<file path="config.mk">
export PLATFORM = sky130hd
export DESIGN_NAME = dcc_fast_clear_element_gen_flat
export DESIGN_NICKNAME = d
export VERILOG_FILES = /design/src/rtl/dcfe_pkg.sv /design/src/rtl/dcfe_req_if.sv /design/src/rtl/dcfe_rsp_if.sv /design/src/rtl/dcfe_build.sv /design/src/rtl/dcfe_emit.sv /design/src/rtl/dcc_fast_clear_element_gen.sv /design/src/flat_wrapper.sv
export SDC_FILE = /design/constraint.sdc
export NUM_CORES = 1
export LEC_CHECK = 0
export ABC_CLOCK_PERIOD_IN_PS = 11200
export BUFFER_PORTS_ARGS = -buffer_cell sky130_fd_sc_hd__buf_2
export CAP_MARGIN = 0
export CORE_MARGIN = 2
export CORE_UTILIZATION = 60
export DETAILED_ROUTE_END_ITERATION = 8
export PLACE_DENSITY = 0.84
export SLEW_MARGIN = 20
export SYNTH_ARGS = -nofsm -noshare
export SYNTH_HDL_FRONTEND = slang
export SYNTH_SLANG_ARGS = --single-unit
</file>
<file path="constraint.sdc">
create_clock -name clk -period 11.2 [get_ports clk]
set_input_delay 1.12 -clock clk [delete_from_list [all_inputs] [get_ports clk]]
set_output_delay 1.12 -clock clk [all_outputs]
set_load 0.01 [all_outputs]
</file>
<file path="src/rtl/dcfe_pkg.sv">
// Shared types, codes and format decode for the fast-clear element generator.
`default_nettype none
package dcfe_pkg;

  localparam logic [2:0] MODE_UNCOMPRESSED = 3'd0;
  localparam logic [2:0] MODE_C0000        = 3'd1;
  localparam logic [2:0] MODE_C0001        = 3'd2;
  localparam logic [2:0] MODE_C1110        = 3'd3;
  localparam logic [2:0] MODE_C1111        = 3'd4;
  localparam logic [2:0] MODE_REGISTER     = 3'd5;
  localparam logic [2:0] MODE_MIXED        = 3'd6;
  localparam logic [2:0] MODE_UNREADABLE   = 3'd7;

  localparam logic [2:0] KIND_UNORM = 3'd0;
  localparam logic [2:0] KIND_SNORM = 3'd1;
  localparam logic [2:0] KIND_UINT  = 3'd2;
  localparam logic [2:0] KIND_SINT  = 3'd3;
  localparam logic [2:0] KIND_FLOAT = 3'd4;

  // Channel layout classes.
  localparam logic [1:0] WCLS_8        = 2'd0;
  localparam logic [1:0] WCLS_16       = 2'd1;
  localparam logic [1:0] WCLS_32       = 2'd2;
  localparam logic [1:0] WCLS_10_10_10_2 = 2'd3;

  localparam logic [31:0] HALF_ONE   = 32'h0000_3c00;
  localparam logic [31:0] SINGLE_ONE = 32'h3f80_0000;

  typedef struct packed {
    logic       valid;
    logic [2:0] nch;
    logic [1:0] wcls;
    logic [2:0] kind;
  } shape_t;

  typedef struct packed {
    logic         ok;
    logic [4:0]   nbytes;
    logic         two;
    logic [127:0] data;
  } texel_t;

  function automatic shape_t mk(input logic [2:0] nch, input logic [1:0] wcls,
                                input logic [2:0] kind);
    shape_t s;
    s.valid = 1'b1;
    s.nch   = nch;
    s.wcls  = wcls;
    s.kind  = kind;
    return s;
  endfunction

  function automatic shape_t shape_of(input logic [7:0] code);
    shape_t s;
    s = '0;
    case (code)
      8'd9, 8'd15:                s = mk(3'd1, WCLS_8, KIND_UNORM);
      8'd13:                      s = mk(3'd1, WCLS_8, KIND_UINT);
      8'd70:                      s = mk(3'd1, WCLS_16, KIND_UNORM);
      8'd71:                      s = mk(3'd1, WCLS_16, KIND_SNORM);
      8'd74:                      s = mk(3'd1, WCLS_16, KIND_UINT);
      8'd75:                      s = mk(3'd1, WCLS_16, KIND_SINT);
      8'd76:                      s = mk(3'd1, WCLS_16, KIND_FLOAT);
      8'd16, 8'd22:               s = mk(3'd2, WCLS_8, KIND_UNORM);
      8'd17:                      s = mk(3'd2, WCLS_8, KIND_SNORM);
      8'd20:                      s = mk(3'd2, WCLS_8, KIND_UINT);
      8'd21:                      s = mk(3'd2, WCLS_8, KIND_SINT);
      8'd98:                      s = mk(3'd1, WCLS_32, KIND_UINT);
      8'd99:                      s = mk(3'd1, WCLS_32, KIND_SINT);
      8'd100:                     s = mk(3'd1, WCLS_32, KIND_FLOAT);
      8'd77:                      s = mk(3'd2, WCLS_16, KIND_UNORM);
      8'd78:                      s = mk(3'd2, WCLS_16, KIND_SNORM);
      8'd81:                      s = mk(3'd2, WCLS_16, KIND_UINT);
      8'd82:                      s = mk(3'd2, WCLS_16, KIND_SINT);
      8'd83:                      s = mk(3'd2, WCLS_16, KIND_FLOAT);
      8'd64:                      s = mk(3'd4, WCLS_10_10_10_2, KIND_UNORM);
      8'd68:                      s = mk(3'd4, WCLS_10_10_10_2, KIND_UINT);
      8'd37, 8'd43, 8'd44, 8'd50: s = mk(3'd4, WCLS_8, KIND_UNORM);
      8'd38:                      s = mk(3'd4, WCLS_8, KIND_SNORM);
      8'd41:                      s = mk(3'd4, WCLS_8, KIND_UINT);
      8'd42:                      s = mk(3'd4, WCLS_8, KIND_SINT);
      8'd101:                     s = mk(3'd2, WCLS_32, KIND_UINT);
      8'd102:                     s = mk(3'd2, WCLS_32, KIND_SINT);
      8'd103:                     s = mk(3'd2, WCLS_32, KIND_FLOAT);
      8'd91:                      s = mk(3'd4, WCLS_16, KIND_UNORM);
      8'd92:                      s = mk(3'd4, WCLS_16, KIND_SNORM);
      8'd95:                      s = mk(3'd4, WCLS_16, KIND_UINT);
      8'd96:                      s = mk(3'd4, WCLS_16, KIND_SINT);
      8'd97:                      s = mk(3'd4, WCLS_16, KIND_FLOAT);
      8'd107:                     s = mk(3'd4, WCLS_32, KIND_UINT);
      8'd108:                     s = mk(3'd4, WCLS_32, KIND_SINT);
      8'd109:                     s = mk(3'd4, WCLS_32, KIND_FLOAT);
      default:                    s = '0;
    endcase
    return s;
  endfunction

  // The value "one" for a channel of the given kind and bit width.
  function automatic logic [31:0] unit_value(input logic [2:0] kind, input logic [5:0] w);
    logic [31:0] m;
    logic [31:0] v;
    case (w)
      6'd2:    m = 32'h0000_0003;
      6'd8:    m = 32'h0000_00ff;
      6'd10:   m = 32'h0000_03ff;
      6'd16:   m = 32'h0000_ffff;
      default: m = 32'hffff_ffff;
    endcase
    case (kind)
      KIND_UNORM, KIND_UINT: v = m;
      KIND_SNORM, KIND_SINT: v = m >> 1;
      default:               v = (w == 6'd16) ? HALF_ONE : SINGLE_ONE;
    endcase
    return v;
  endfunction

endpackage
`default_nettype wire

</file>
<file path="src/rtl/dcfe_req_if.sv">
// Request channel: format, clear code and alpha placement.
`default_nettype none
interface dcfe_req_if;
  logic       valid;
  logic       ready;
  logic [7:0] format_code;
  logic [2:0] mode;
  logic       alpha_on_msb;

  modport source (output valid, output format_code, output mode, output alpha_on_msb,
                  input ready);
  modport sink (input valid, input format_code, input mode, input alpha_on_msb,
                output ready);
endinterface
`default_nettype wire

</file>
<file path="src/rtl/dcfe_rsp_if.sv">
// Response channel: one 64-bit word of the cleared texel.
`default_nettype none
interface dcfe_rsp_if;
  logic        valid;
  logic        ready;
  logic        ok;
  logic [4:0]  element_bytes;
  logic        word_index;
  logic [63:0] element_word;
  logic        last;

  modport source (output valid, output ok, output element_bytes, output word_index,
                  output element_word, output last, input ready);
  modport sink (input valid, input ok, input element_bytes, input word_index,
                input element_word, input last, output ready);
endinterface
`default_nettype wire

</file>
<file path="src/rtl/dcfe_build.sv">
// Combinational texel builder: decodes the format and packs the clear value.
`default_nettype none
module dcfe_build (
  input  logic [7:0]        format_code,
  input  logic [2:0]        mode,
  input  logic              alpha_on_msb,
  output dcfe_pkg::texel_t  texel
);

  dcfe_pkg::shape_t shape;
  logic             color_set;
  logic             alpha_set;
  logic [1:0]       alpha_ch;
  logic [31:0]      v [4];
  logic [5:0]       w [4];
  logic             usable;

  always_comb begin
    shape     = dcfe_pkg::shape_of(format_code);
    color_set = (mode == dcfe_pkg::MODE_C1110) || (mode == dcfe_pkg::MODE_C1111);
    alpha_set = (mode == dcfe_pkg::MODE_C0001) || (mode == dcfe_pkg::MODE_C1111);
    alpha_ch  = alpha_on_msb ? 2'(shape.nch - 3'd1) : 2'd0;
    usable    = shape.valid && ((mode == dcfe_pkg::MODE_C0001) ||
                                (mode == dcfe_pkg::MODE_C1110) ||
                                (mode == dcfe_pkg::MODE_C1111));

    for (int ch = 0; ch < 4; ch++) begin
      case (shape.wcls)
        dcfe_pkg::WCLS_8:  w[ch] = 6'd8;
        dcfe_pkg::WCLS_16: w[ch] = 6'd16;
        dcfe_pkg::WCLS_32: w[ch] = 6'd32;
        default:           w[ch] = (ch == 3) ? 6'd2 : 6'd10;
      endcase
      if (3'(ch) >= shape.nch) begin
        v[ch] = '0;
      end else if (((2'(ch) == alpha_ch) ? alpha_set : color_set)) begin
        v[ch] = dcfe_pkg::unit_value(shape.kind, w[ch]);
      end else begin
        v[ch] = '0;
      end
    end

    texel = '0;
    if (mode == dcfe_pkg::MODE_C0000) begin
      texel.ok     = 1'b1;
      texel.nbytes = 5'd1;
    end else if (usable) begin
      texel.ok = 1'b1;
      case (shape.wcls)
        dcfe_pkg::WCLS_8: begin
          texel.data   = {96'b0, v[3][7:0], v[2][7:0], v[1][7:0], v[0][7:0]};
          texel.nbytes = {2'b0, shape.nch};
        end
        dcfe_pkg::WCLS_16: begin
          texel.data   = {64'b0, v[3][15:0], v[2][15:0], v[1][15:0], v[0][15:0]};
          texel.nbytes = {1'b0, shape.nch, 1'b0};
        end
        dcfe_pkg::WCLS_32: begin
          texel.data   = {v[3], v[2], v[1], v[0]};
          texel.nbytes = {shape.nch, 2'b0};
        end
        default: begin
          texel.data   = {96'b0, v[3][1:0], v[2][9:0], v[1][9:0], v[0][9:0]};
          texel.nbytes = 5'd4;
        end
      endcase
      texel.two = (texel.nbytes > 5'd8);
    end
  end

endmodule
`default_nettype wire

</file>
<file path="src/rtl/dcfe_emit.sv">
// Result register and word sequencer: holds one texel and sends it word by word.
`default_nettype none
module dcfe_emit (
  input  logic              clk,
  input  logic              rst,
  input  logic              load_valid,
  output logic              load_ready,
  input  dcfe_pkg::texel_t  texel,
  dcfe_rsp_if.source        rsp
);

  dcfe_pkg::texel_t held;
  logic             full;
  logic             ptr;
  logic             last_word;
  logic             done;

  assign last_word  = !held.two || ptr;
  assign done       = full && rsp.ready && last_word;
  assign load_ready = !full || done;

  assign rsp.valid         = full;
  assign rsp.ok            = held.ok;
  assign rsp.element_bytes = held.nbytes;
  assign rsp.word_index    = ptr;
  assign rsp.element_word  = ptr ? held.data[127:64] : held.data[63:0];
  assign rsp.last          = last_word;

  always_ff @(posedge clk) begin
    if (rst) begin
      full <= 1'b0;
      ptr  <= 1'b0;
    end else if (load_valid && load_ready) begin
      full <= 1'b1;
      ptr  <= 1'b0;
    end else if (done) begin
      full <= 1'b0;
      ptr  <= 1'b0;
    end else if (full && rsp.ready) begin
      ptr <= 1'b1;
    end
  end

  always_ff @(posedge clk) begin
    if (load_valid && load_ready) begin
      held <= texel;
    end
  end

  // The second word is only ever pointed at for a sixteen-byte texel.
  assert property (@(posedge clk) disable iff (rst) (full && ptr) |-> held.two)
    else $error("second word selected for a single-word texel");

  // After the first word of a two-word texel goes out, the second follows.
  assert property (@(posedge clk) disable iff (rst)
                   (full && rsp.ready && !last_word) |=> (full && ptr))
    else $error("second word lost after first word handshake");

  // A failed request carries no byte count.
  assert property (@(posedge clk) disable iff (rst)
                   (full && !held.ok) |-> (held.nbytes == 5'd0 && !held.two))
    else $error("failed request reports texel bytes");

  // A new texel always starts at its first word.
  assert property (@(posedge clk) disable iff (rst)
                   (load_valid && load_ready) |=> !ptr)
    else $error("new texel not started at word zero");

endmodule
`default_nettype wire

</file>
<file path="src/rtl/dcc_fast_clear_element_gen.sv">
// Top level of the fast-clear element generator.
`default_nettype none
// Usage:
// A request word on req carries a format number, a clear code and the alpha
// placement flag. For each request the block returns one or two words on
// rsp, each a 64-bit slice of the packed clear texel, with the last word
// flagged. Sixteen-byte texels give two words, everything else gives one;
// clear code 0000 gives a single zero byte whatever the format; otherwise an
// unknown format or a non-fast-clear code gives one word with ok low.
// A request is registered in the input register, decoded and packed
// combinationally, and loaded into the result register once that can take
// it; its first word is then presented on rsp.
// Throughput: one response word per cycle while rsp.ready is high. A texel
// occupies the result register until its last word is taken; the result
// register is what limits the rate. The input register can take one new
// request while a finished texel waits in the result register.
// Reset (rst, synchronous) empties both registers; no response is pending.
// When the receiver holds rsp.ready low, the current word stays on rsp and
// at most one further request is held in the input register, after which
// req.ready goes low.
module dcc_fast_clear_element_gen (
  input  logic       clk,
  input  logic       rst,
  dcfe_req_if.sink   req,
  dcfe_rsp_if.source rsp
);

  // Input register.
  logic       s1_valid;
  logic [7:0] s1_format_code;
  logic [2:0] s1_mode;
  logic       s1_alpha_on_msb;

  dcfe_pkg::texel_t texel;
  logic             emit_ready;

  // The input register drains into the result register whenever that one
  // can take a new texel, so a request is accepted in the same cycle.
  assign req.ready = !s1_valid || emit_ready;

  always_ff @(posedge clk) begin
    if (rst) begin
      s1_valid <= 1'b0;
    end else if (req.valid && req.ready) begin
      s1_valid <= 1'b1;
    end else if (emit_ready) begin
      s1_valid <= 1'b0;
    end
  end

  always_ff @(posedge clk) begin
    if (req.valid && req.ready) begin
      s1_format_code  <= req.format_code;
      s1_mode         <= req.mode;
      s1_alpha_on_msb <= req.alpha_on_msb;
    end
  end

  // Format decode and texel packing between the two registers.
  dcfe_build u_build (
    .format_code  (s1_format_code),
    .mode         (s1_mode),
    .alpha_on_msb (s1_alpha_on_msb),
    .texel        (texel)
  );

  // Result register and word sequencing onto rsp.
  dcfe_emit u_emit (
    .clk        (clk),
    .rst        (rst),
    .load_valid (s1_valid),
    .load_ready (emit_ready),
    .texel      (texel),
    .rsp        (rsp)
  );

endmodule
`default_nettype wire
</file>
<file path="src/flat_wrapper.sv">
// flat-port wrapper written by rule: the top's interface ports become plain ports
module dcc_fast_clear_element_gen_flat 
  (clk, rst, req_valid, req_format_code, req_mode, req_alpha_on_msb, req_ready, rsp_valid, rsp_ok, rsp_element_bytes, rsp_word_index, rsp_element_word, rsp_last, rsp_ready);
  dcfe_req_if req_i ();
  dcfe_rsp_if rsp_i ();
  input  logic clk;
  input  logic rst;
  input wire logic [$bits(req_i.valid)-1:0] req_valid;
  input wire logic [$bits(req_i.format_code)-1:0] req_format_code;
  input wire logic [$bits(req_i.mode)-1:0] req_mode;
  input wire logic [$bits(req_i.alpha_on_msb)-1:0] req_alpha_on_msb;
  output wire logic [$bits(req_i.ready)-1:0] req_ready;
  output wire logic [$bits(rsp_i.valid)-1:0] rsp_valid;
  output wire logic [$bits(rsp_i.ok)-1:0] rsp_ok;
  output wire logic [$bits(rsp_i.element_bytes)-1:0] rsp_element_bytes;
  output wire logic [$bits(rsp_i.word_index)-1:0] rsp_word_index;
  output wire logic [$bits(rsp_i.element_word)-1:0] rsp_element_word;
  output wire logic [$bits(rsp_i.last)-1:0] rsp_last;
  input wire logic [$bits(rsp_i.ready)-1:0] rsp_ready;
  assign req_i.valid = req_valid;
  assign req_i.format_code = req_format_code;
  assign req_i.mode = req_mode;
  assign req_i.alpha_on_msb = req_alpha_on_msb;
  assign req_ready = req_i.ready;
  assign rsp_valid = rsp_i.valid;
  assign rsp_ok = rsp_i.ok;
  assign rsp_element_bytes = rsp_i.element_bytes;
  assign rsp_word_index = rsp_i.word_index;
  assign rsp_element_word = rsp_i.element_word;
  assign rsp_last = rsp_i.last;
  assign rsp_i.ready = rsp_ready;
  dcc_fast_clear_element_gen u_core (.clk(clk), .rst(rst), .req(req_i), .rsp(rsp_i));
endmodule
</file>
==> results_dict.tcl <==
set metrics [dict create \
    status "completed" \
    dieHeight_um 102 \
    syn_area_per_cell_um2 9.97 \
    drc 0 \
    initial_core_util_pct 61.9 \
    final_area_um2 6180 \
    drive_gt1_share_pct 23.3 \
    p_leak_uw 0.00234 \
    startpoint_type "input pin" \
    synth_warnings 0 \
    yosysUniqueCellTypes 69 \
    routedWlPerCell_um 16.2 \
    r2r_start "u_core.u_emit.rsp.valid" \
    finClkSkew_ps 18.0 \
    dpl_cell_area_um2 6010 \
    cts_tree "yes" \
    cts_resized 0 \
    io_pins 90 \
    wirelength_um 12200 \
    crit_type "in -> reg" \
    die_x_um 102 \
    h-tree-depth 3 \
    tightest_slew_ps 942 \
    cts_root_buffer "clkbuf_8" \
    maxCapViolCount 0 \
    grt_pass1_wl_um 19600 \
    clockBufferDepth 2 \
    synth_seq_cells 97 \
    r2r_slack_ps 7520 \
    power_switching_uw 228 \
    power_density_nw_per_um2 124 \
    synth_top_family_by_area "compound AO/OA/AOI/OAI gates" \
    max_freq_mhz 246 \
    ir_drop_mv 0.0752 \
    cts.clk_slew.worst_paths_ps 90 \
    synth_xor_area_share_pct 0.306 \
    dp_hpwl_um 8450 \
    port_buffers 89 \
    worst_setup_path_end_kind "register" \
    holdWs_ps 557 \
    synth_simple_gate_area_share_pct 15.5 \
    hold_path.class "reg -> reg" \
    first_pass_iters 5 \
    pwr-share-clk_pct 27.4 \
    drtIter0Drc 334 \
    period_share_pct 36.3 \
    seq_power_share_pct 55.6 \
    pwr-share-comb_pct 17.0 \
    grt_max_degree 75 \
    postRouteAntennaNets 0 \
    hold_buffers 0 \
    diodes 0 \
    drv_slew 0 \
    area_growth_pct 8.19 \
    max_slew_margin_pct 35.4 \
    required_ps 11430 \
    track_usage_pct 24.0 \
    placed_cells 732 \
    worstSkewPairLatency_ps 370 \
    grt_pass1_vias 4109 \
    layout.nets 637 \
    synth_fp_nets 596 \
    p_int_uw 540 \
    fillCellCount 717 \
    layout.cells.non_filler 748 \
    hold_viol 0 \
    core.rowCount 35 \
    vias 4439 \
    synthAdderAreaFrac_pct 1.53 \
    grt_overflow 0 \
    cts_buffers 9 \
    coreArea_um2 9240 \
    async_flop_share_pct 0 \
    synth_seq_area_share_pct 49.0 \
    synthCells 573 \
    worstPathMaxFanout 23 \
    synthMuxAreaShare_pct 8.25 \
    synth-edff-count 86 \
    setup_viol 0 \
    tns_ps 0 \
    reg2reg_depth 11 \
    synth_area_um2 5720 \
    routed_via_density 5.93 \
    design.die.area_um2 10300 \
    synth_flop_cell "edfxtp_1" \
    critPathLaunch "req_valid" \
    swShare_pct 29.7 \
    antenna_found_initial 0 \
    rsz0062_at_grt "false" \
    fin_util_pct 66.9 \
    numClockSinks 97 \
    gp_congestion 0.916 \
    postCtsSetupBuffers 0 \
    worstPathArrival_ps 4300 \
    synth_compound_area_share_pct 16.4 \
    period_needed_ps 4060 \
]
-- synth_stat cells (3+ instances only) --
master     instances  area (um^2)
buf_1              5         18.8
nand2_1           37          139
clkbuf_1          22         82.6
a2bb2oi_1          3         26.3
o21a_1             3         22.5
and3_1             5         31.3
nand2b_1          14         87.6
nand3b_1           3         22.5
mux2_2            24          270
a21oi_1           36          180
nand3_1           16         80.1
o21ai_0           44          220
buf_4             26          195
and2_1            14         87.6
o22ai_1            4         25.0
a32oi_1            4         35.0
dfxtp_1           11          220
inv_1             40          150
a31oi_1            9         56.3
nor2b_1            7         43.8
o21ai_1            5         25.0
buf_2              8         40.0
a211oi_1           4         30.0
nor2_1            32          120
a2111oi_0          5         43.8
nor3_1            28          140
ha_1               7         87.6
edfxtp_1          86         2580
mux2i_1           15          150
a22oi_1            3         22.5
o32ai_1            4         35.0
-- placed cells by master, fill, tap and decap left out, types with 3 or more instances in the layout --
cell type,instances
a2bb2oi_1,3
dfxtp_1,11
o21a_1,3
nand2_1,37
o32ai_1,4
nand3_1,16
a21oi_1,36
o21ai_1,5
inv_6,3
buf_2,89
mux2_2,24
nor3_1,28
and2_1,14
inv_1,40
clkinv_1,3
and3_1,5
mux2i_1,15
a31oi_1,9
nand2b_1,14
buf_4,3
o22ai_1,4
a22oi_1,3
edfxtp_1,86
a211oi_1,4
nor2_1,32
nor2b_1,7
ha_1,7
a2111oi_0,5
a32oi_1,4
nand3b_1,3
o21ai_0,44
clkbuf_8,9
-- stage by stage --
| stage | setup slack, ps | power (uW) |
|---|---|---|
| 3_3_place_gp | 6920 | 561 |
| 2_1_floorplan | 4000 | 533 |
| 4_1_cts | 7140 | 768 |
| 5_1_grt | 6840 | 799 |
| 6_report | 7140 | 768 |
| 3_5_place_dp | 6770 | 564 |
-- area by class of cell --
type | instances | area (um^2) | share of cell area (%)
multi-input combinational | 371 | 2410 | 39.1
timing repair buffer | 92 | 468 | 7.57
clock inverter | 7 | 51.3 | 0.830
clock buffer | 9 | 124 | 2.00
inverter | 43 | 161 | 2.61
sequential | 97 | 2800 | 45.3
tap | 129 | 161 | 2.61
-- flip-flops by register name (all words and copies together) (netlist names), named ones only --
| name | flops |
|---|---|
| u_core.u_emit.rsp.element_bytes | 5 |
| u_core.s1_alpha_on_msb | 1 |
| u_core.u_emit.rsp.valid | 1 |
| u_core.u_emit.rsp.word_index | 1 |
| u_core.s1_mode | 3 |
| u_core.s1_valid | 1 |
| u_core.u_emit.rsp.ok | 1 |
| u_core.s1_format_code | 8 |
| u_core.u_emit.held | 68 |
-- metal layers --
layer	up-vias	GRT usage, %	wire length [um]
met5	-	0	0
met4	0	9.77	299
met3	30	4.28	797
met2	188	38.6	5810
met1	2075	32.5	5250
li1	2146	-	-
-- cell families after synthesis --
family / Yosys count
muxes: 42
DFF: 97
xor gates and xnor gates: 2
AOI/OAI and AO/OA: 147
and+or+nand+nor: 173
buffers and inverters: 105
adders and majority gates: 7
-- power by group through the flow --
| stage | Clock [uW] | Sequential, uW | Combinational (uW) |
|---|---|---|---|
| after floorplan | 0 | 428 | 104 |
| after global placement | 0 | 434 | 127 |
| after detailed placement | 0 | 435 | 128 |
| after CTS | 212 | 427 | 129 |
| after global routing | 226 | 430 | 143 |
| final | 210 | 427 | 130 |
-- worst min-delay path by stage --
stage                         start  depth (start not counted)                       to  slack, ps
floorplan           u_core.s1_valid                          2  u_core.u_emit.rsp.valid        490
global placement    u_core.s1_valid                          2          u_core.s1_valid        520
detailed placement  u_core.s1_valid                          2          u_core.s1_valid        540
CTS                 u_core.s1_valid                          2          u_core.s1_valid        550
global route        u_core.s1_valid                          2  u_core.u_emit.rsp.valid        580
finish              u_core.s1_valid                          2          u_core.s1_valid        560
-- worst max-delay path, stage by stage --
cell	delay, ps
buf_2	120
a21boi_1	150
a31oi_4	670
inv_2	420
mux2i_1	510
inv_1	130
ha_1	390
nand2_1	70
mux2_2	290
o2111ai_1	100
nor3b_2	240
a21oi_1	80
Power figures use the tool's default switching activity.
